[config.mk]
export PLATFORM = sky130hd
export DESIGN_NAME = efd_ram
export DESIGN_NICKNAME = d
export VERILOG_FILES = /design/src/rtl/efd_ram.sv
export SDC_FILE = /design/constraint.sdc
export NUM_CORES = 1
export LEC_CHECK = 0
export BUFFER_PORTS_ARGS = -buffer_cell sky130_fd_sc_hd__buf_2
export CAP_MARGIN = 20
export CORE_UTILIZATION = 35
export CTS_CLUSTER_SIZE = 30
export DETAILED_ROUTE_END_ITERATION = 10
export SYNTH_ARGS = -nofsm -noshare
export SYNTH_HDL_FRONTEND = slang
export SYNTH_SLANG_ARGS = --single-unit
export TNS_END_PERCENT = 10
[constraint.sdc]
create_clock -name clk -period 2.1 [get_ports clk]
set_input_delay 0.42 -clock clk [delete_from_list [all_inputs] [get_ports clk]]
set_output_delay 0.42 -clock clk [all_outputs]
set_load 0.02 [all_outputs]
[src/rtl/efd_ram.sv]
// Generic single-write, single-read RAM with registered read data.
module efd_ram #(
	parameter int WIDTH = 8,
	parameter int DEPTH = 16
) (
	input  logic                     clk,
	input  logic                     we,
	input  logic [$clog2(DEPTH)-1:0] waddr,
	input  logic [WIDTH-1:0]         wdata,
	input  logic                     re,
	input  logic [$clog2(DEPTH)-1:0] raddr,
	output logic [WIDTH-1:0]         rdata
);

	logic [WIDTH-1:0] mem [DEPTH];

	always_ff @(posedge clk) begin
		if (we) begin
			mem[waddr] <= wdata;
		end
		if (re) begin
			rdata <= mem[raddr];
		end
	end

endmodule

==> results.txt, run 1 <==
----------------------------------------------------
[Worst setup path]
  Critical path endpoint category ... register
  Destination of the worst register-to-register timing path ... rdata[1]
  Data required, critical path ... 2.26 ns
  Number of cells on the worst reg-to-reg path ... 3
  Critical path class ... input port to register
  Reg-to-reg slack, setup ... about 0.61 ns
  Sort of element at the start of the critical path ... input port
  Critical path launch point ... raddr[0]
  Peak fanout along the critical path ... 18
  Startpoint of the worst-slack reg-to-reg timing path ... mem[1][1]
  End point of the critical path ... rdata[1]
  Endpoint arrival time on the critical path ... 1.71 ns

[Worst hold path]
  Kind of path behind the tightest hold check ... input port to register
  Hold Crit Start ... re

[Detailed routing]
  Remaining DRCs ... 0
  Final wirelength ... 10200 um
  Mean number of vias per cell ... 5.04
  Total via count in the routed design ... 2431
  First-iteration detailed-routing DRC count ... between 100 and 150
  Drt first pass iters ... 4
  Number of nets with antenna violations after detailed routing ... 0
  Routed wire length per instance ... between 20 and 25 um

[Finish]
  Non-Filler Instances ... a little under 500
  Area delta synth->final ... 18.7%
  Fraction of layout instances using a drive strength above 1 ... a little under a third
  Ant. Diodes ... 0
  Number of nets at the end of the flow ... 306
  Filler cell count in the final layout ... 1279

[Floorplanning]
  Die height ... 124 um
  Area of the die ... 0.0154 sq mm
  Area inside the core boundary ... 0.0145 sq mm
  Die Span X ... 124 um
  Standard-cell row count ... 44
  Initial standard-cell utilization of the core ... 36.0%
  Top-level port count ... 27

[Logic synthesis]
  Synth Register Bits ... 136
  Synth warnings ... 0
  Number of standard cells after synthesis ... 229
  Sequential area share after synthesis ... 78.1%
  Area of the mapped netlist ... about 0.0052 sq mm
  Syn nets ... 248
  Post-Syn Area per Cell ... between 20 and 25 sq um
  Yosys cell types ... 18

[Timing]
  Max-slew headroom at the worst pin ... a little under three quarters
  Final Max Tran Viols ... 0
  Actual slew at the worst max-slew pin ... between 0.4 and 0.5 ns
  Setup_tns ... 0 ns
  Worst Hold Margin ... 0.389 ns
  Achievable clock frequency ... 0.643 GHz
  Final Hold Violating Endpoints ... 0
  Setup repair after global routing missed its margin ... no
  Number of setup violations in the final report ... 0
  Clock period minus worst slack ... 1.56 ns
  Share of the clock period used by the worst path after layout ... approximately 74%
  Post-route clock skew ... 0.00391 ns

[Clocking]
  CTS H-tree lvls ... 4
  CTS tree ... built
  Root Buffer Master ... clkbuf_16
  TritonCTS Buffers ... 17
  Later-pin clock latency in the skew report ... 0.41 ns
  Bufs on Longest Clock Path ... 2
  Clock transition at the registers of the reported paths ... ~0.06 ns
  Post-CTS setup repair buffer count ... 0
  CTS-repair resized insts ... 0
  Total number of clock tree sinks ... 136
  Post-cts hold buffer count ... 0

[Power and ir drop]
  Switching Share ... between 20% and 30%
  Internal Power ... 4.64 mW
  Leak ... between 2 and 2.5 nW
  Sw power ... 1.21 mW
  Max VDD drop ... 0.658 mV
  Total design power ... between 5 and 6 mW
  Combinational fraction of design power ... 5.2%
  Clk pwr share ... 42.3%
  Areal power density over the cells ... between 900 and 1000 mW/mm^2
  Share of total power in sequential cells ... 52.6%

[GRT]
  Initial antenna violation count ... 0
  Total global routing track utilization ... 14.2%
  Gr ovfl total ... 0
  Largest net degree at the start of global routing ... 23
  Via count of the first global-routing pass ... 2616
  First-pass GRT wire length ... ~15000 um

[Run]
  Max-cap check violation count ... 0

[Placement]
  Inst Count DP ... 452
  Port-buffer cells ... 26
  DP HPWL ... 6690 um
  Final weighted congestion of routability-driven global placement ... slightly above 0.7

[Run status]
  Result of the run ... complete, no violations

----------------------------------------------------
-- routing by layer --
metal  vias up  part of all wire (%)  track usage (%)
met5         -                     0                0
met4         0                   1.1             7.02
met3        10                   3.4             3.84
met2        59                    48             21.3
met1      1269                    47             19.2
li1       1093                     -                -
-- cells in the mapped netlist --
library cell	number	share of area (%)
nor3_1	4	0.38
nand2b_1	2	0.24
nand2_1	9	0.65
nor2b_1	1	0.12
buf_2	3	0.29
and2_1	1	0.12
nand3b_1	2	0.29
nor2_1	13	0.93
nand3_1	1	0.096
buf_4	1	0.14
buf_6	3	0.65
mux4_1	14	7.0
edfxtp_1	136	78
clkdlybuf4s25_2	3	0.57
and2b_1	1	0.14
a22oi_1	16	2.3
or3b_2	1	0.17
mux4_2	18	7.8
-- critical path, stage by stage --
cell and delay, ns:
buf_2 0.14, buf_12 0.19, mux4_1 0.56, a22oi_1 0.31, nand2_1 0.08
-- how the worst min path moves through the flow --
stage | slack, ns | to | depth (start not counted)
4_1_cts | 0.37 | mem[6][7] | 1
3_3_place_gp | 0.74 | rdata[3] | 3
3_5_place_dp | 0.74 | rdata[1] | 3
2_1_floorplan | 0.52 | mem[0][0] | 0
5_1_grt | 0.37 | rdata[1] | 1
6_report | 0.39 | rdata[1] | 1
-- cells by family (layout without fill, tap and decap cells) --
family                 Yosys count  after routing  share of synthesized area [%]
flip-flops                     136            136                           78.1
AND/OR/NAND/NOR                 35             35                           3.14
multiplexers                    32             32                           14.8
AO/OA/AOI/OAI                   16             16                           2.30
buffers and inverters           10             79                           1.65
-- power by group through the flow --
stage	sequential [mW]	clock [mW]	combinational, mW
final	3.08	2.47	0.302
after CTS	3.08	2.54	0.308
after global placement	3.13	0	0.302
after floorplan	3.14	0	0.154
after global routing	3.08	2.62	0.327
after detailed placement	3.13	0	0.307
-- final cells by class --
type / count / area [sq um] / area share, %
flip-flops and latches: 136 / 4080 / 65.8
multi-input cells: 83 / 1060 / 17.0
clock buffers: 17 / 425 / 6.86
repair buffers: 49 / 340 / 5.49
well taps: 184 / 230 / 3.71
clock inverters: 13 / 66.3 / 1.07
-- layout by cell type (no fill, tap or decap) --
cell / count
mux4_2: 18
nand3b_1: 2
nor2_1: 13
nor2b_1: 1
nand3_1: 1
nand2_1: 9
clkinv_2: 8
clkinvlp_4: 2
nor3_1: 4
or3b_2: 1
buf_4: 20
buf_2: 26
clkinv_1: 3
mux4_1: 14
and2_1: 1
a22oi_1: 16
buf_12: 3
and2b_1: 1
clkbuf_16: 17
edfxtp_1: 136
nand2b_1: 2
-- flip-flops by register name, indices dropped and copies added, names as in the netlist --
signal	flops
mem	128
rdata	8
-- through the flow --
step	setup slack (ns)	area, sq um	util, %
global route	0.482	6200	42.7
global placement	0.112	5710	39.3
finish	0.545	6200	42.7
detailed placement	0.124	5710	39.3
CTS	0.573	6200	42.7
floorplan	0.187	5230	-
Note: power is estimated with default switching activity, not from simulation.
==> run 2: changes to the inputs <==
- ABC_AREA: not set -> 1
- clock period: 2.1 -> 1.6 ns (I/O delays scaled with it)
==> results.txt, run 2 <==
----------------------------------------------------
[Run status]
  Result of the run ... complete, no violations (unchanged)

[Power and ir drop]
  Combinational fraction of design power ... 6.3% (was 5.2%)
  Leak ... 2.94 nW (was 2.09 nW)
  Sw power ... 1.76 mW (was 1.21 mW)
  Switching Share ... 21.6% (was 20.7%)
  Internal Power ... 6.41 mW (was 4.64 mW)
  Clk pwr share ... 44.3% (was 42.3%)
  Areal power density over the cells ... 1200 mW/mm^2 (was 944 mW/mm^2)
  Share of total power in sequential cells ... 49.4% (was 52.6%)
  Total design power ... 8.18 mW (was 5.85 mW)
  Max VDD drop ... 0.698 mV (was 0.658 mV)

[Detailed routing]
  Routed wire length per instance ... 17.0 um (was 21.2 um)
  Final wirelength ... 14000 um (was 10200 um)
  First-iteration detailed-routing DRC count ... 327 (was 148)
  Mean number of vias per cell ... 4.67 (was 5.04)
  Number of nets with antenna violations after detailed routing ... 0 (unchanged)
  Remaining DRCs ... 0 (unchanged)
  Total via count in the routed design ... 3841 (was 2431)
  Drt first pass iters ... 5 (was 4)

[GRT]
  Total global routing track utilization ... 17.4% (was 14.2%)
  Gr ovfl total ... 0 (unchanged)
  First-pass GRT wire length ... 22200 um (was 15500 um)
  Largest net degree at the start of global routing ... 46 (was 23)
  Via count of the first global-routing pass ... 3895 (was 2616)
  Initial antenna violation count ... 0 (unchanged)

[Logic synthesis]
  Library cell occupying the most area in the post-synthesis netlist ... edfxtp_1 (unchanged)
  Simple-gate area share of the yosys netlist ... 20.8% (was 3.14%)
  Main combinational cell family by area after synthesis ... simple AND/OR/NAND/NOR gates (was multiplexers)
  Sequential area share after synthesis ... 69.8% (was 78.1%)
  Leading cell types by total area after synthesis ... edfxtp_1 70%, nand2_1 11%, nand3_1 8.3% (was edfxtp_1 78%, mux4_2 7.8%, mux4_1 7.0%)
  Number of standard cells after synthesis ... 551 (was 229)
  Adder-cell share of the synthesized area ... 0% (unchanged)
  Synth warnings ... 0 (unchanged)
  Yosys cell types ... 11 (was 18)
  Share of the synthesized area in the top cell type ... 69.8% (was 78.1%)
  Most used DFF post-synth ... edfxtp_1 (unchanged)
  Synth Register Bits ... 136 (unchanged)
  Xor-xnor portion of the synthesized cell area ... 0% (unchanged)
  Share of synthesized area spent on multiplexers ... 0% (was 14.8%)
  Post-synthesis async set-or-reset flop share ... 0% (unchanged)
  Syn nets ... 570 (was 248)
  Share of the synthesized area in compound gates (AO/OA/AOI/OAI) ... 0% (was 2.30%)
  Top cells by instance count after synthesis ... 173 x nand2_1, 136 x edfxtp_1, 100 x inv_1 (was 136 x edfxtp_1, 18 x mux4_2, 16 x a22oi_1)
  Number of flops mapped to enable cells by yosys ... 136 (unchanged)
  Post-Syn Area per Cell ... 10.6 sq um (was 22.8 sq um)
  Most frequent cell after synthesis ... nand2_1 (was edfxtp_1)
  Area of the mapped netlist ... 0.00585 sq mm (was 0.00523 sq mm)

[Floorplanning]
  Standard-cell row count ... 46 (was 44)
  Initial standard-cell utilization of the core ... 36.3% (was 36.0%)
  Area inside the core boundary ... 0.0161 sq mm (was 0.0145 sq mm)
  Top-level port count ... 27 (unchanged)
  Area of the die ... 0.0172 sq mm (was 0.0154 sq mm)
  Die Span X ... 131 um (was 124 um)
  Die height ... 131 um (was 124 um)

[Worst setup path]
  Critical path class ... register to output pin (was input port to register)
  Largest stage delay on the critical path ... 0.41 ns (was 0.56 ns)
  Critical Path, Cell by Cell ... buf_2 (was buf_2, buf_12, mux4_1, a22oi_1, nand2_1)
  Data required, critical path ... 1.28 ns (was 2.26 ns)
  End point of the critical path ... rdata[4] (was rdata[1])
  Critical path's top delay family ... flip-flops (was multiplexers)
  Critical path buffers and inverters ... 1 (was 2)
  Number of cells on the worst reg-to-reg path ... 6 (was 3)
  Sort of element at the start of the critical path ... register (was input port)
  Cell with the largest stage delay on the worst path ... edfxtp_1 (was mux4_1)
  Critical path launch point ... rdata[4] (was raddr[0])
  Destination of the worst register-to-register timing path ... rdata[7] (was rdata[1])
  Critical path endpoint category ... output pin (was register)
  Peak fanout along the critical path ... 1 (was 18)
  Endpoint arrival time on the critical path ... 1.00 ns (was 1.71 ns)
  Startpoint of the worst-slack reg-to-reg timing path ... mem[1][7] (was mem[1][1])
  Reg-to-reg slack, setup ... 0.40 ns (was 0.61 ns)
  WP depth ... 1 (was 5)

[Placement]
  Post-place setup slack ... 0.0355 ns (was 0.124 ns)
  Post-placement cell area ... 0.00629 sq mm (was 0.00571 sq mm)
  Final weighted congestion of routability-driven global placement ... 0.834 (was 0.716)
  Port-buffer cells ... 26 (unchanged)
  DP HPWL ... 8840 um (was 6690 um)

[Finish]
  Final design area excluding fillers ... 0.00683 sq mm (was 0.00620 sq mm)
  Max FFs per register ... 128 (unchanged)
  Number of nets at the end of the flow ... 614 (was 306)
  Most frequent standard cell in the layout excluding fill and tap cells ... nand2_1 (was edfxtp_1)
  Fraction of layout instances using a drive strength above 1 ... 12.7% (was 31.9%)
  Ant. Diodes ... 0 (unchanged)
  Area delta synth->final ... 16.9% (was 18.7%)
  Largest registers ... mem x128, rdata x8 (unchanged)
  Most used cells in the layout excluding fill and tap cells ... 173 x nand2_1, 136 x edfxtp_1, 100 x inv_1 (was 136 x edfxtp_1, 26 x buf_2, 20 x buf_4)
  Largest register by flop count ... mem (unchanged)

[Timing]
  Achievable clock frequency ... around 0.76 GHz
  Actual slew at the worst max-slew pin ... 0.629 ns (was 0.421 ns)
  Max-slew headroom at the worst pin ... 58.0% (was 71.9%)
  Post-route clock skew ... 0.00481 ns (was 0.00391 ns)
  Clock period minus worst slack ... approximately 1.3 ns
  Setup repair after global routing missed its margin ... no (unchanged)
  Final Hold Violating Endpoints ... 0 (unchanged)
  Share of the clock period used by the worst path after layout ... 82.7%
  Setup_tns ... 0 ns (unchanged)
  Number of setup violations in the final report ... 0 (unchanged)
  Worst Setup Slack, final ... 0.276 ns (was 0.545 ns)
  Final Max Tran Viols ... 0 (unchanged)

[Worst hold path]
  Kind of path behind the tightest hold check ... input port to register (unchanged)

[Clocking]
  Total number of clock tree sinks ... 136 (unchanged)
  CTS tree ... built (unchanged)
  Bufs on Longest Clock Path ... 2 (unchanged)
  TritonCTS Buffers ... 17 (unchanged)
  Later-pin clock latency in the skew report ... 0.41 ns (about the same)
  CTS-repair resized insts ... 0 (unchanged)
  Post-cts hold buffer count ... 0 (unchanged)
  Post-CTS setup repair buffer count ... 0 (unchanged)
  Clock transition at the registers of the reported paths ... 0.06 ns (about the same)
  CTS H-tree lvls ... 4 (unchanged)
  Root Buffer Master ... clkbuf_16 (unchanged)

[Run]
  Max-cap check violation count ... 0 (unchanged)

----------------------------------------------------
## run 2: cell count changes in the layout (fill, tap and decap cells not counted), sizes merged, moves of 2 or more
cell,change
inv,+102
mux4,-32
bufinv,+2
nor3,-4
clkinvlp,-2
nand2,+164
a22oi,-16
nor2,+4
clkbuf,+2
nand2b,-2
nand3,+96
## run 2: worst min-delay path by stage
stage	start	to	slack (ns)	cells after the start
after floorplan	wdata[0]	mem[0][0]	0.42	0
after global placement	re	rdata[7]	0.70	1
after detailed placement	re	rdata[7]	0.69	1
after CTS	re	rdata[7]	0.26	1
after global routing	re	rdata[7]	0.27	1
final	re	rdata[1]	0.28	1
## run 2: layout make-up
class	instances	area [sq um]
clock inverter	12	110
tap	216	270
timing repair buffer	49	340
multi-input combinational	289	1210
fill	1565	9280
clock buffer	19	433
sequential	136	4080
inverter	102	383
## run 2: power by group through the flow
stage	registers, mW	logic, mW	clock network, mW
2_1_floorplan	4.13	0.281	0
3_3_place_gp	4.11	0.514	0
3_5_place_dp	4.11	0.523	0
4_1_cts	4.04	0.526	3.67
5_1_grt	4.04	0.579	3.82
6_report	4.04	0.517	3.62
## run 2: cell families (layout without fill, tap and decap cells)
group / Yosys count / in the layout
buf+inv: 126 / 182
simple gates: 289 / 289
flops: 136 / 136
## run 2: through the flow
stage / cells / util, % / hold WS, ns
floorplan: 551 / - / 0.419
global placement: 792 / 39.0 / 0.704
detailed placement: 792 / 39.0 / 0.695
CTS: 823 / 42.4 / 0.265
global route: 823 / 42.4 / 0.270
finish: 823 / 42.4 / 0.279
## run 2: routing by layer
| layer | global-route usage (%) | share of wire [%] | vias to the layer above |
|---|---|---|---|
| li1 | - | - | 1869 |
| met1 | 24.3 | 47 | 1858 |
| met2 | 26.9 | 47 | 100 |
| met3 | 3.74 | 4.5 | 14 |
| met4 | 5.62 | 1.5 | 0 |
| met5 | 0 | 0 | - |
