File: config.mk
export PLATFORM = sky130hd
export DESIGN_NAME = efd_diffuse
export DESIGN_NICKNAME = d
export VERILOG_FILES = /design/src/rtl/efd_pkg.sv /design/src/rtl/efd_diffuse.sv
export SDC_FILE = /design/constraint.sdc
export NUM_CORES = 1
export LEC_CHECK = 0
export ABC_AREA = 0
export BUFFER_PORTS_ARGS = -buffer_cell sky130_fd_sc_hd__buf_2
export CAP_MARGIN = 5
export CORE_ASPECT_RATIO = 1.75
export CORE_UTILIZATION = 40
export CTS_BUF_LIST = sky130_fd_sc_hd__clkbuf_16
export CTS_CLUSTER_DIAMETER = 200
export CTS_CLUSTER_SIZE = 14
export DETAILED_ROUTE_END_ITERATION = 8
export GPL_TIMING_DRIVEN = 0
export HOLD_SLACK_MARGIN = 0.05
export PLACE_DENSITY = 0.57
export SLEW_MARGIN = 30
export SYNTH_ARGS = -nofsm -noshare
export SYNTH_HDL_FRONTEND = slang
export SYNTH_SLANG_ARGS = --single-unit
File: constraint.sdc
create_clock -name clk -period 15.6 [get_ports clk]
set_input_delay 1.56 -clock clk [delete_from_list [all_inputs] [get_ports clk]]
set_output_delay 1.56 -clock clk [all_outputs]
set_load 0.005 [all_outputs]
File: src/rtl/efd_pkg.sv
// Shared types, constants and arithmetic helpers of the error-diffusion dither.
package efd_pkg;

	localparam int MAX_WIDTH  = 1024;
	localparam int MAX_HEIGHT = 1024;

	localparam int COL_W = $clog2(MAX_WIDTH);
	localparam int ROW_W = (MAX_HEIGHT > 1) ? $clog2(MAX_HEIGHT) : 1;

	localparam int DIM_W     = 11;
	localparam int THR_W     = 8;
	localparam int PIX_W     = 8;
	localparam int NCH       = 3;
	localparam int FIX_W     = 14;
	localparam int WORD_W    = NCH * FIX_W;
	localparam int CFG_IDX_W = 2;

	// compare width for position versus size, with room for position + 1
	localparam int POS_W = (COL_W > ROW_W) ? COL_W : ROW_W;
	localparam int CMP_W = ((POS_W + 1 > DIM_W) ? POS_W + 1 : DIM_W) + 1;

	localparam int E_W   = 16;
	localparam int SUM_W = 20;

	localparam int FIX_LOW  = -4096;
	localparam int FIX_HIGH = 8191;
	localparam int FULL_ON  = 4080;

	localparam logic [2:0] WT_RIGHT      = 3'd7;
	localparam logic [2:0] WT_BELOW_LEFT = 3'd3;
	localparam logic [2:0] WT_BELOW      = 3'd5;
	localparam logic [2:0] WT_BELOW_RGT  = 3'd1;

	localparam logic [DIM_W-1:0] WIDTH_RST  = DIM_W'(1024);
	localparam logic [DIM_W-1:0] HEIGHT_RST = DIM_W'(1024);
	localparam logic [THR_W-1:0] THR_RST    = THR_W'(128);

	typedef enum logic [CFG_IDX_W-1:0] {
		REG_WIDTH     = 2'd0,
		REG_HEIGHT    = 2'd1,
		REG_THRESHOLD = 2'd2
	} cfg_reg_t;

	typedef logic signed [FIX_W-1:0] fix_t;

	typedef struct packed {
		logic [COL_W-1:0] x;
		logic             last_col;
		logic             last_row;
		logic             row_nz;
		logic             fwd_hit;
	} s1_ctl_t;

	typedef struct packed {
		logic             en;
		logic [COL_W-1:0] addr;
		logic [WORD_W-1:0] data;
	} ram_wr_t;

	function automatic fix_t sat_fix(input logic signed [SUM_W-1:0] v);
		fix_t r;
		if (v < FIX_LOW) begin
			r = FIX_W'(FIX_LOW);
		end else if (v > FIX_HIGH) begin
			r = FIX_W'(FIX_HIGH);
		end else begin
			r = FIX_W'(v);
		end
		return r;
	endfunction

	// weighted share w/16 of an error, rounded to nearest with ties upward
	function automatic fix_t share(input logic signed [E_W-1:0] e, input logic [2:0] w);
		logic signed [SUM_W-1:0] p;
		p = SUM_W'(e) * signed'(SUM_W'(w)) + SUM_W'(8);
		return sat_fix(p >>> 4);
	endfunction

endpackage

File: src/rtl/efd_diffuse.sv
// Threshold and error-spreading datapath with the row-buffer write port.
module efd_diffuse (
	input  logic                                     clk,
	input  logic                                     arst_n,
	input  logic                                     adv,
	input  efd_pkg::s1_ctl_t                         ctl,
	input  logic [efd_pkg::NCH-1:0][efd_pkg::PIX_W-1:0] pix,
	input  logic [efd_pkg::WORD_W-1:0]               rd_data,
	input  logic [efd_pkg::WORD_W-1:0]               fwd_data,
	input  logic [efd_pkg::THR_W-1:0]                thr,
	output logic [efd_pkg::NCH-1:0]                  on,
	output efd_pkg::ram_wr_t                         wr
);

	import efd_pkg::*;

	fix_t carry_q [NCH];
	fix_t blp_q   [NCH];
	fix_t bp_q    [NCH];

	fix_t                    row_err [NCH];
	logic signed [SUM_W-1:0] v_sum   [NCH];
	fix_t                    v       [NCH];
	logic signed [E_W-1:0]   e       [NCH];
	fix_t                    s7      [NCH];
	fix_t                    s3      [NCH];
	fix_t                    s5      [NCH];
	fix_t                    s1      [NCH];
	fix_t                    blp_n   [NCH];
	logic [WORD_W-1:0]       left_word;
	logic [WORD_W-1:0]       here_word;

	logic                    pend_valid_q;
	logic [COL_W-1:0]        pend_addr_q;
	logic [WORD_W-1:0]       pend_data_q;
	logic                    wr_left;
	logic                    wr_here;
	logic                    pend_set;

	always_comb begin
		left_word = '0;
		here_word = '0;
		for (int c = 0; c < NCH; c++) begin
			row_err[c] = ctl.fwd_hit ? fix_t'(fwd_data[c*FIX_W +: FIX_W])
			                         : fix_t'(rd_data[c*FIX_W +: FIX_W]);
			v_sum[c] = signed'(SUM_W'({pix[c], 4'b0000})) + SUM_W'(carry_q[c])
			         + (ctl.row_nz ? SUM_W'(row_err[c]) : SUM_W'(0));
			v[c]  = sat_fix(v_sum[c]);
			on[c] = E_W'(v[c]) >= signed'(E_W'({1'b0, thr, 4'b0000}));
			e[c]  = on[c] ? E_W'(v[c]) - E_W'(FULL_ON) : E_W'(v[c]);
			s7[c] = share(e[c], WT_RIGHT);
			s3[c] = share(e[c], WT_BELOW_LEFT);
			s5[c] = share(e[c], WT_BELOW);
			s1[c] = share(e[c], WT_BELOW_RGT);
			blp_n[c] = sat_fix(SUM_W'(bp_q[c]) + SUM_W'(s5[c]));
			left_word[c*FIX_W +: FIX_W] = sat_fix(SUM_W'(blp_q[c]) + SUM_W'(s3[c]));
			here_word[c*FIX_W +: FIX_W] = blp_n[c];
		end
	end

	// one write port: the lower-left entry goes first, a row-end entry that
	// collides with it waits in the pending register and is written the next cycle
	always_comb begin
		wr_left  = adv && (ctl.x != '0);
		wr_here  = adv && ctl.last_col;
		pend_set = wr_left && wr_here;
		wr       = '0;
		if (wr_left) begin
			wr.en   = 1'b1;
			wr.addr = ctl.x - COL_W'(1);
			wr.data = left_word;
		end else if (wr_here) begin
			wr.en   = 1'b1;
			wr.addr = ctl.x;
			wr.data = here_word;
		end else if (pend_valid_q) begin
			wr.en   = 1'b1;
			wr.addr = pend_addr_q;
			wr.data = pend_data_q;
		end
	end

	always_ff @(posedge clk or negedge arst_n) begin
		if (!arst_n) begin
			pend_valid_q <= 1'b0;
			for (int c = 0; c < NCH; c++) begin
				carry_q[c] <= '0;
				blp_q[c]   <= '0;
				bp_q[c]    <= '0;
			end
		end else begin
			if (pend_set) begin
				pend_valid_q <= 1'b1;
			end else if (!wr_left && !wr_here) begin
				pend_valid_q <= 1'b0;
			end
			if (adv) begin
				for (int c = 0; c < NCH; c++) begin
					carry_q[c] <= ctl.last_col ? fix_t'(0) : s7[c];
					blp_q[c]   <= ctl.last_col ? fix_t'(0) : blp_n[c];
					bp_q[c]    <= ctl.last_col ? fix_t'(0) : s1[c];
				end
			end
		end
	end

	always_ff @(posedge clk) begin
		if (pend_set) begin
			pend_addr_q <= ctl.x;
			pend_data_q <= here_word;
		end
	end

	// a deferred row-end write drains on the very next cycle
	a_pend_drains: assert property (@(posedge clk) disable iff (!arst_n)
		pend_valid_q |=> !pend_valid_q)
		else $error("deferred row-buffer write not drained");

	// while a write is deferred only a row-start pixel can advance
	a_pend_row_start: assert property (@(posedge clk) disable iff (!arst_n)
		(pend_valid_q && adv) |-> (ctl.x == '0))
		else $error("pixel with lower-left write met a deferred write");

endmodule

==> impl_table.tex, run 1 <==
\begin{tabular}{lr}
\hline
Metric & Value \\
\hline
\multicolumn{2}{l}{\textbf{Timing}} \\
Transition time at the pin with the least slew margin & 1.01 ns \\
Final worst clock skew & 0.0131 ns \\
Final hold vios & 0 \\
Fmax & 0.0668 GHz \\
Worst rel slew slack & 32.3\% \\
Number of setup violations in the final report & 0 \\
Final Slew Violations & 0 \\
Tmin final & 14.97 ns \\
Tcrit/Tclk final & 96.0\% \\
\multicolumn{2}{l}{\textbf{Finish}} \\
Diodes inserted & 0 \\
Count of non-filler cells in the finished layout & 4502 \\
Area added between synthesis and finish & 14.3\% \\
Share of cells above drive strength 1 & 15.3\% \\
Final-stage net count & 4287 \\
\multicolumn{2}{l}{\textbf{Logic synthesis}} \\
Warnings, synthesis & 0 \\
Proportion of synthesized chip area in sequential cells & 16.6\% \\
EDFF count, synth & 52 \\
Mean area per synthesized cell & 8.42 um\^{}2 \\
Netlist area before placement & 28100 um\^{}2 \\
Share of synthesized registers carrying an async set or reset & 70.5\% \\
Post-synthesis instance total & 3335 \\
Biggest area contributors in the synthesized netlist & sky130\_fd\_sc\_hd\_\_ha\_1 (22\%), sky130\_fd\_sc\_hd\_\_dfrtp\_1 (11\%), sky130\_fd\_sc\_hd\_\_fa\_1 (6.2\%) \\
Predominant post-synthesis flop cell & sky130\_fd\_sc\_hd\_\_dfrtp\_1 \\
Post-synthesis cell type with the largest combined area & sky130\_fd\_sc\_hd\_\_ha\_1 \\
Flip-flop and latch count after synthesis & 176 \\
Fraction of synthesized cell area taken by the top area cell type & 21.7\% \\
Yosys cell types & 108 \\
Synthesized Nets & 4043 \\
\multicolumn{2}{l}{\textbf{Die}} \\
Area of the die & 71300 um\^{}2 \\
Die Span X & 202 um \\
Core Area & 69500 um\^{}2 \\
Ports & 189 \\
Die extent in y & 353 um \\
Number of cell rows & 128 \\
Initial core utilization & 40.4\% \\
\multicolumn{2}{l}{\textbf{GRT}} \\
Total routing resource utilization after global routing & 26.3\% \\
Remaining global-route overflow & 0 \\
Vias in the first global route & 27000 \\
Maximum number of pins on one net before global-route repair & 76 \\
Global-route wire length before repair & 145000 um \\
Antenna violations before repair & 0 \\
\multicolumn{2}{l}{\textbf{Drt}} \\
Routed length per placed instance & 20.9 um \\
Wire length after detailed routing & 94100 um \\
First-pass DRT Iterations & 5 \\
Routed Antenna Nets & 0 \\
Drt drc & 0 \\
Initial DRC count & 1238 \\
Vias per inst & 5.80 \\
Vias post-DR & 26100 \\
\multicolumn{2}{l}{\textbf{Critical path}} \\
Startpoint of the worst register-to-register path & carry\_q[1] \\
Max Fanout on Critical Path & 10 \\
Launching instance or port of the critical path & ctl[0] \\
Most common cell type on the critical path & sky130\_fd\_sc\_hd\_\_ha\_1 \\
Crit end category & output port \\
Cell with the largest stage delay on the worst path & sky130\_fd\_sc\_hd\_\_or3b\_2 \\
WS Path Type & input pin to output port \\
Critical Path AT & 13.41 ns \\
Required time of the critical path & 14.04 ns \\
Worst stage delay on the critical path & 0.48 ns \\
Critical path launch point type & input pin \\
\multicolumn{2}{l}{\textbf{Flow run}} \\
Max-cap violations & 0 \\
\multicolumn{2}{l}{\textbf{Hold path}} \\
Hold\_sp & blp\_q[5] \\
Class of the tightest hold or removal check & flip-flop to flip-flop \\
\multicolumn{2}{l}{\textbf{Clock tree}} \\
H-tree depth reported by CTS & 4 \\
Buffer type at the clock tree root & sky130\_fd\_sc\_hd\_\_clkbuf\_16 \\
Number of clock sinks & 176 \\
Clock Pin Slew Worst Setup and Hold Paths & 0.08 ns \\
Inserted Clock Buffers & 17 \\
CTS tree & done \\
Deepest clock path buffer count & 2 \\
Worst-skew pair later-pin latency & 0.50 ns \\
\multicolumn{2}{l}{\textbf{Place}} \\
Placer's final routability congestion estimate & 0.906 \\
Count of port buffers added during placement & 184 \\
Dpl hpwl & 77300 um \\
Number of placed instances, taps included & 4432 \\
\multicolumn{2}{l}{\textbf{Run status}} \\
Status & completed \\
\hline
\end{tabular}
-- cells in the final DEF, fill, tap and decap left out, drive strengths merged, types with 41 or more instances in the layout --
master	instances
o2bb2ai	53
o211ai	50
nor2	279
a21o	73
a211oi	41
clkbuf	87
a21oi	258
ha	488
buf	274
nor3	53
nand3	58
inv	267
o21a	45
xor2	50
o21ai	168
dfrtp	124
fa	87
nand2	214
edfxtp	52
mux2i	48
xnor2	166
nor2b	77
-- through the flow --
step,hold WS [ns],cell area (um^2),util (%),setup slack (ns),setup TNS (ns)
floorplan,0.458,28100,-,0.901,0
global placement,0.475,30100,43.4,-2.68,-102.19
detailed placement,0.480,30200,43.5,-2.43,-93.64
CTS,0.500,31300,45.0,-0.00716,-0.00716
global route,0.511,32100,46.2,-0.0675,-0.656
finish,0.494,32100,46.2,0.625,0
-- synthesized netlist by cell type, types with 25 or more instances --
cell,count
sky130_fd_sc_hd__a211oi_1,37
sky130_fd_sc_hd__clkbuf_1,75
sky130_fd_sc_hd__inv_1,256
sky130_fd_sc_hd__a22o_1,27
sky130_fd_sc_hd__a21oi_1,254
sky130_fd_sc_hd__nand3_1,58
sky130_fd_sc_hd__nor2_1,277
sky130_fd_sc_hd__buf_2,29
sky130_fd_sc_hd__xnor2_1,165
sky130_fd_sc_hd__fa_1,87
sky130_fd_sc_hd__xor2_1,50
sky130_fd_sc_hd__o21bai_1,38
sky130_fd_sc_hd__nand2b_1,33
sky130_fd_sc_hd__and3_1,25
sky130_fd_sc_hd__edfxtp_1,52
sky130_fd_sc_hd__nor2b_1,77
sky130_fd_sc_hd__o211ai_1,49
sky130_fd_sc_hd__or3_1,28
sky130_fd_sc_hd__o21a_1,45
sky130_fd_sc_hd__nor3_1,53
sky130_fd_sc_hd__ha_1,488
sky130_fd_sc_hd__o2bb2ai_1,53
sky130_fd_sc_hd__mux2i_1,48
sky130_fd_sc_hd__dfrtp_1,124
sky130_fd_sc_hd__o21ai_0,153
sky130_fd_sc_hd__nand2_1,214
sky130_fd_sc_hd__a21o_1,73
sky130_fd_sc_hd__a31oi_1,34
-- worst max-delay path: cells and delay by family --
family	cells	cell delay, ns
AOI/OAI and AO/OA	23	4.48
xor gates and xnor gates	1	0.16
buffers and inverters	9	1.46
and+or+nand+nor	13	2.96
muxes	1	0.25
adders and majority gates	8	2.53
-- worst paths after layout --
kind                               end  slack (ns)  cells past startpoint
max in group asynchronous     blp_q[1]       13.80                      2
min in group asynchronous  carry_q[21]        0.98                      1
min reg2reg                   blp_q[5]        0.49                      1
max reg2reg                   blp_q[1]        3.88                     49
min                           blp_q[5]        0.49                      1
max                             wr[29]        0.63                     55
-- per-layer routing --
metal / up-vias / share of wire [%] / wire length, um / global-route usage [%]
met1: 12600 / 36 / 33400 / 25.5
li1: 12700 / - / - / -
met5: - / 0 / 0 / 0
met2: 553 / 55 / 51600 / 51.6
met3: 263 / 2.3 / 2140 / 2.29
met4: 0 / 7.3 / 6900 / 17.6
-- registers in the layout (all words and copies together), names as in the netlist --
signal        flops
blp_q            42
bp_q             39
carry_q          42
pend_addr_q      10
pend_data_q      42
pend_valid_q      1
-- cell families after synthesis --
group / Yosys count / synth area share (%)
AOI/OAI and AO/OA: 1022 / 25.1
and+or+nand+nor: 899 / 15.6
adders and majority gates: 575 / 27.9
buffers and inverters: 380 / 5.25
xor gates and xnor gates: 222 / 7.25
DFF: 176 / 16.6
muxes: 61 / 2.23
-- layout make-up --
class	count	area, um^2
Timing Repair Buffer	231	1330
Multi-Input combinational cell	2779	22800
Inverter	261	983
Clock buffer	17	425
Buffer	113	606
Fill cell	7131	37400
Tap cell	910	1140
Sequential cell	176	4660
Clock inverter	15	139
-- timing repair --
| item | 4_1_cts | 5_1_grt |
|---|---|---|
| hold buffers | 0 | 0 |
| buffers inserted | 11 | 32 |
| gates resized for setup | 115 | 187 |
| endpoints found under the hold margin | 0 | 0 |
| pin swaps | 13 | 35 |
| endpoints found under the setup margin | 62 | 42 |
Power of run 1 is not shown: default switching activity piles up to over one toggle a cycle in this logic, so the estimate is an artifact.
==> run 2, diff against run 1 <==
- PLACE_DENSITY: 0.57 -> 0.59
- clock period: 15.6 -> 12.7 ns (I/O delays scaled with it)
==> run 2 against run 1 <==
Effect of this change:
- the flow now finishes with violations (negative setup slack)
- clock skew hardly changed
- core utilization is 9.1 points higher
- sequential share of layout area is 2.4 points lower
- critical path depth is 3 higher
- cell count is 8.3% higher
- design area is 20% higher
- count of clock-buffer cells in the layout is 1 higher
==> impl_table.tex, run 2 (synthesized netlist as in run 1, its figures left out) <==
\begin{tabular}{lr}
\hline
Metric & Value \\
\hline
\multicolumn{2}{l}{\textbf{Drt}} \\
First-pass DRT Iterations & 5 (unchanged) \\
Vias per inst & 5.83 (was 5.80) \\
Wire length after detailed routing & 103000 um (was 94100 um) \\
Routed Antenna Nets & 0 (unchanged) \\
Initial DRC count & 1283 (was 1238) \\
Vias post-DR & 28400 (was 26100) \\
Routed length per placed instance & 21.2 um (was 20.9 um) \\
Drt drc & 0 (unchanged) \\
\multicolumn{2}{l}{\textbf{Clock tree}} \\
Deepest clock path buffer count & 2 (unchanged) \\
H-tree depth reported by CTS & 4 (unchanged) \\
Number of clock sinks & 176 (unchanged) \\
Buffer type at the clock tree root & sky130\_fd\_sc\_hd\_\_clkbuf\_16 (unchanged) \\
CTS tree & done (unchanged) \\
Clock Pin Slew Worst Setup and Hold Paths & 0.07 ns (was 0.08 ns) \\
Hold buffers post-CTS & 0 (unchanged) \\
Inserted Clock Buffers & 17 (unchanged) \\
Worst-skew pair later-pin latency & 0.49 ns (was 0.50 ns) \\
\multicolumn{2}{l}{\textbf{Critical path}} \\
Startpoint of the worst register-to-register path & carry\_q[27] (was carry\_q[1]) \\
Critical register-to-register path endpoint & blp\_q[15] (was blp\_q[1]) \\
Worst stage delay on the critical path & 0.30 ns (was 0.48 ns) \\
Worst R2R Setup Slack & 1.92 ns (was 3.88 ns) \\
Max Fanout on Critical Path & 7 (was 10) \\
Most common cell type on the critical path & sky130\_fd\_sc\_hd\_\_buf\_4 (was sky130\_fd\_sc\_hd\_\_ha\_1) \\
Logic depth of the worst register-to-register path & 55 (was 49) \\
Critical Path AT & 11.77 ns (was 13.41 ns) \\
Critical path launch point type & input pin (unchanged) \\
Crit end category & output port (unchanged) \\
Cell with the largest stage delay on the worst path & sky130\_fd\_sc\_hd\_\_ha\_1 (was sky130\_fd\_sc\_hd\_\_or3b\_2) \\
Required time of the critical path & 11.43 ns (was 14.04 ns) \\
WS Path Type & input pin to output port (unchanged) \\
\multicolumn{2}{l}{\textbf{Finish}} \\
Share of cells above drive strength 1 & 32.8\% (was 15.3\%) \\
Most common cell after layout, fill and taps aside & sky130\_fd\_sc\_hd\_\_ha\_1 (unchanged) \\
Largest registers & blp\_q: 42 flops, carry\_q: 42 flops, pend\_data\_q: 42 flops (unchanged) \\
Final-stage net count & 4658 (was 4287) \\
Commonest cells after routing, fill and taps aside & sky130\_fd\_sc\_hd\_\_ha\_1 (397), sky130\_fd\_sc\_hd\_\_buf\_4 (394), sky130\_fd\_sc\_hd\_\_inv\_1 (241) (was sky130\_fd\_sc\_hd\_\_ha\_1 (484), sky130\_fd\_sc\_hd\_\_nor2\_1 (264), sky130\_fd\_sc\_hd\_\_inv\_1 (258)) \\
Final design area excluding fillers & 38400 um\^{}2 (was 32100 um\^{}2) \\
Area added between synthesis and finish & 36.9\% (was 14.3\%) \\
\multicolumn{2}{l}{\textbf{Timing}} \\
Fmax & 0.0767 GHz \\
Tmin final & 13.04 ns \\
Worst rel slew slack & 30.8\% (was 32.3\%) \\
Final worst clock skew & 0.0130 ns (was 0.0131 ns) \\
Setup\_tns & -9.38 ns (was 0 ns) \\
Tcrit/Tclk final & 103\% \\
Transition time at the pin with the least slew margin & 1.04 ns (was 1.01 ns) \\
Setup repair after global routing missed its margin & yes \\
Number of setup violations in the final report & 41 (was 0) \\
Final hold vios & 0 (unchanged) \\
Setup slack of the critical path after layout & -0.338 ns (was 0.625 ns) \\
Final Slew Violations & 0 (unchanged) \\
\multicolumn{2}{l}{\textbf{Die}} \\
Initial core utilization & 40.4\% (unchanged) \\
Number of cell rows & 128 (unchanged) \\
Core Area & 69500 um\^{}2 (unchanged) \\
Die Span X & 202 um (unchanged) \\
Ports & 189 (unchanged) \\
Area of the die & 71300 um\^{}2 (unchanged) \\
Die extent in y & 353 um (unchanged) \\
\multicolumn{2}{l}{\textbf{Place}} \\
Placed instance area & 30900 um\^{}2 (was 30200 um\^{}2) \\
Dpl hpwl & 76500 um (was 77300 um) \\
Placer's final routability congestion estimate & 0.915 (was 0.906) \\
Count of port buffers added during placement & 184 (unchanged) \\
\multicolumn{2}{l}{\textbf{Flow run}} \\
Max-cap violations & 0 (unchanged) \\
\multicolumn{2}{l}{\textbf{Hold path}} \\
Hold\_sp & blp\_q[16] (was blp\_q[5]) \\
Hold worst-path end & blp\_q[16] (was blp\_q[5]) \\
Class of the tightest hold or removal check & flip-flop to flip-flop (unchanged) \\
Worst hold path depth & 1 (unchanged) \\
\multicolumn{2}{l}{\textbf{GRT}} \\
Remaining global-route overflow & 0 (unchanged) \\
Antenna violations before repair & 3 (was 0) \\
Global-route wire length before repair & 159000 um (was 145000 um) \\
Vias in the first global route & 30100 (was 27000) \\
Maximum number of pins on one net before global-route repair & 76 (unchanged) \\
Total routing resource utilization after global routing & 28.7\% (was 26.3\%) \\
\multicolumn{2}{l}{\textbf{Run status}} \\
Status & finished with violations (was completed) \\
Violations in the final reports & negative setup slack \\
\hline
\end{tabular}
==> run 2: timing repair <==
action	in CTS	in global routing
buffers inserted	333	77
endpoints found under the setup margin	116	42
gates resized for setup	581	215
pin swaps	307	136
cloned	16	0
==> run 2: worst max-delay path by stage <==
stage	start	slack [ns]	to
after floorplan	ctl[0]	-0.004	wr[30]
after global placement	ctl[1]	-2.60	wr[35]
after detailed placement	ctl[1]	-2.52	wr[3]
after CTS	ctl[0]	-0.25	wr[16]
after global routing	ctl[0]	-0.85	wr[25]
final	ctl[0]	-0.34	wr[17]
==> run 2: critical path: cells and delay by family <==
family	cells	cell delay [ns]
AO/OA/AOI/OAI	26	4.69
XOR/XNOR	2	0.44
adder cells (fa/ha/maj)	8	2.04
buffers and inverters	14	1.93
multiplexers	1	0.13
AND/OR/NAND/NOR	7	1.22
==> run 2: layout make-up <==
class,instances,area (um^2)
sequential,176,4660
inverter,261,985
buffer,106,876
antenna,2,5.00
timing repair buffer,608,4380
multi-input combinational,2780,25800
fill,6370,31100
clock buffer,18,450
tap,910,1140
clock inverter,14,130
==> run 2: per-stage QoR <==
stage	hold WS, ns	setup slack (ns)	std cells	utilization [%]
global placement	0.475	-2.60	4429	44.3
detailed placement	0.480	-2.52	4431	44.4
CTS	0.501	-0.254	4801	53.0
finish	0.498	-0.338	4875	55.3
floorplan	0.458	-0.00352	3335	-
global route	0.506	-0.850	4875	55.3
==> run 2: routing by layer <==
metal	GRT usage, %	up-vias	share of wire (%)
met3	2.92	411	2.8
met2	53.7	742	52
met4	25.0	2	10
met1	27.4	13800	35
met5	0	-	0.016
li1	-	13400	-
Power of run 2 is left out for the same reason.
==> run 3, diff against run 2 <==
- PLACE_DENSITY: 0.59 -> 0.57
- clock period: 12.7 -> 14.25 ns (I/O delays scaled with it)
==> run 3 against run 2 <==
Effect of this change:
- the flow now finishes without violations
- clock skew rose by 0.0020 ns
- global-route usage shrank 2.3 points
- first-iteration DRC count shrank 0.39%
- register-to-register slack improved by 1.2 ns
- core utilization is 6.4 points lower
- sequential cell count unchanged
- routed wire length fell by 7.8%
==> impl_table.tex, run 3 (synthesized netlist as in run 1, its figures left out) <==
\begin{tabular}{lr}
\hline
Metric & Value \\
\hline
\multicolumn{2}{l}{\textbf{GRT}} \\
Total routing resource utilization after global routing & 26.4\% (was 28.7\%) \\
Maximum number of pins on one net before global-route repair & 74 (was 76) \\
Remaining global-route overflow & 0 (unchanged) \\
Global-route wire length before repair & 146000 um (was 159000 um) \\
Antenna violations before repair & 0 (was 3) \\
Vias in the first global route & 27400 (was 30100) \\
\multicolumn{2}{l}{\textbf{Clock tree}} \\
Deepest clock path buffer count & 2 (unchanged) \\
Buffer type at the clock tree root & sky130\_fd\_sc\_hd\_\_clkbuf\_16 (unchanged) \\
Hold buffers post-CTS & 0 (unchanged) \\
Inserted Clock Buffers & 17 (unchanged) \\
Number of clock sinks & 176 (unchanged) \\
CTS tree & done (unchanged) \\
H-tree depth reported by CTS & 4 (unchanged) \\
Clock Pin Slew Worst Setup and Hold Paths & 0.07 ns (about the same) \\
Worst-skew pair later-pin latency & 0.48 ns (was 0.49 ns) \\
\multicolumn{2}{l}{\textbf{Drt}} \\
First-pass DRT Iterations & 5 (unchanged) \\
Drt drc & 0 (unchanged) \\
Vias post-DR & 26700 (was 28400) \\
Routed length per placed instance & 20.7 um (was 21.2 um) \\
Routed Antenna Nets & 0 (unchanged) \\
Initial DRC count & 1278 (was 1283) \\
Wire length after detailed routing & 95300 um (was 103000 um) \\
Vias per inst & 5.80 (was 5.83) \\
\multicolumn{2}{l}{\textbf{Die}} \\
Number of cell rows & 128 (unchanged) \\
Core Area & 69500 um\^{}2 (unchanged) \\
Area of the die & 71300 um\^{}2 (unchanged) \\
Initial core utilization & 40.4\% (unchanged) \\
Ports & 189 (unchanged) \\
Die extent in y & 353 um (unchanged) \\
Die Span X & 202 um (unchanged) \\
\multicolumn{2}{l}{\textbf{Timing}} \\
Worst rel slew slack & 30.8\% (about the same) \\
Setup\_tns & 0 ns (was -9.38 ns) \\
Tcrit/Tclk final & 97.3\% \\
Final worst clock skew & 0.0149 ns (was 0.0130 ns) \\
Setup slack of the critical path after layout & 0.389 ns (was -0.338 ns) \\
Tmin final & 13.86 ns \\
Number of setup violations in the final report & 0 (was 41) \\
Transition time at the pin with the least slew margin & 1.03 ns (was 1.04 ns) \\
Final hold vios & 0 (unchanged) \\
Smallest hold slack & 0.496 ns (was 0.498 ns) \\
Fmax & 0.0721 GHz \\
Final Slew Violations & 0 (unchanged) \\
\multicolumn{2}{l}{\textbf{Place}} \\
Count of port buffers added during placement & 184 (unchanged) \\
Dpl hpwl & 76100 um (was 76500 um) \\
Placer's final routability congestion estimate & 0.920 (was 0.915) \\
Post-Place Setup Slack & -3.19 ns (was -2.52 ns) \\
\multicolumn{2}{l}{\textbf{Finish}} \\
Commonest cells after routing, fill and taps aside & sky130\_fd\_sc\_hd\_\_ha\_1 (463), sky130\_fd\_sc\_hd\_\_inv\_1 (255), sky130\_fd\_sc\_hd\_\_nor2\_1 (248) (was sky130\_fd\_sc\_hd\_\_ha\_1 (397), sky130\_fd\_sc\_hd\_\_buf\_4 (394), sky130\_fd\_sc\_hd\_\_inv\_1 (241)) \\
Diodes inserted & 0 (was 2) \\
Finished Core Util & 48.9\% (was 55.3\%) \\
Largest registers & blp\_q: 42 flops, carry\_q: 42 flops, pend\_data\_q: 42 flops (unchanged) \\
Share of cells above drive strength 1 & 21.4\% (was 32.8\%) \\
Area added between synthesis and finish & 21.1\% (was 36.9\%) \\
Most common cell after layout, fill and taps aside & sky130\_fd\_sc\_hd\_\_ha\_1 (unchanged) \\
Final-stage net count & 4384 (was 4658) \\
\# fillers & 7000 (was 6370) \\
\multicolumn{2}{l}{\textbf{Hold path}} \\
Hold worst-path end & blp\_q[33] (was blp\_q[16]) \\
Hold\_sp & blp\_q[33] (was blp\_q[16]) \\
Class of the tightest hold or removal check & flip-flop to flip-flop (unchanged) \\
Worst hold path depth & 1 (unchanged) \\
\multicolumn{2}{l}{\textbf{Run status}} \\
Status & completed (was finished with violations) \\
\multicolumn{2}{l}{\textbf{Critical path}} \\
Crit end category & output port (unchanged) \\
Worst stage delay on the critical path & 0.63 ns (was 0.30 ns) \\
Required time of the critical path & 12.82 ns (was 11.43 ns) \\
Startpoint of the worst register-to-register path & carry\_q[9] (was carry\_q[27]) \\
Logic depth of the worst register-to-register path & 51 (was 55) \\
Cell with the largest stage delay on the worst path & sky130\_fd\_sc\_hd\_\_a21oi\_1 (was sky130\_fd\_sc\_hd\_\_ha\_1) \\
Max Fanout on Critical Path & 10 (was 7) \\
Worst R2R Setup Slack & 3.12 ns (was 1.92 ns) \\
Critical register-to-register path endpoint & blp\_q[1] (was blp\_q[15]) \\
Critical path launch point type & input pin (unchanged) \\
WS Path Type & input pin to output port (unchanged) \\
Critical Path AT & 12.44 ns (was 11.77 ns) \\
\multicolumn{2}{l}{\textbf{Flow run}} \\
Max-cap violations & 0 (unchanged) \\
\hline
\end{tabular}
[run 3: worst max-delay path: cells and delay by family]
family,cells,cell delay [ns]
AO/OA/AOI/OAI,24,4.48
adder cells (fa/ha/maj),8,2.25
AND/OR/NAND/NOR,10,2.04
buffers and inverters,10,1.49
XOR/XNOR,2,0.38
multiplexers,1,0.33
[run 3: metal layers]
| layer | part of all wire (%) | GRT usage, % | up-vias |
|---|---|---|---|
| met3 | 2.1 | 2.07 | 257 |
| met2 | 55 | 51.6 | 561 |
| met4 | 7.5 | 18.3 | 0 |
| li1 | - | - | 12900 |
| met1 | 36 | 25.5 | 12900 |
| met5 | 0 | 0 | - |
[run 3: area by class of cell]
class                      count  area [um^2]  area share, %
timing repair buffer         327         2150           6.34
buffer                       113          772           2.27
tap                          910         1140           3.35
multi-input combinational   2780        23700           69.8
clock buffer                  18          450           1.32
sequential                   176         4660           13.7
clock inverter                14          106          0.313
inverter                     261          982           2.89
[run 3: stage by stage]
stage | cells | cell area [um^2]
after floorplan | 3335 | 28100
after global placement | 4429 | 30100
after detailed placement | 4431 | 30200
after CTS | 4516 | 32300
after global routing | 4599 | 34000
final | 4599 | 34000
[run 3: how the worst max path moves through the flow]
stage | startpoint | end | slack (ns) | cells after the start
6_report | ctl[0] | wr[19] | 0.39 | 55
5_1_grt | ctl[0] | wr[11] | -0.14 | 57
4_1_cts | ctl[0] | wr[25] | -0.03 | 58
3_5_place_dp | ctl[0] | wr[28] | -3.19 | 57
3_3_place_gp | ctl[0] | wr[25] | -3.23 | 61
2_1_floorplan | ctl[0] | wr[25] | 0.05 | 60
[run 3: timing repair]
item                                    4_1_cts  5_1_grt
setup buffers                                58       77
resized for setup                           272      279
endpoints found under the setup margin       97       42
hold endpoints to repair                      0        0
gates cloned                                  1        6
pin swaps                                    45      123
Power of run 3 is left out for the same reason.
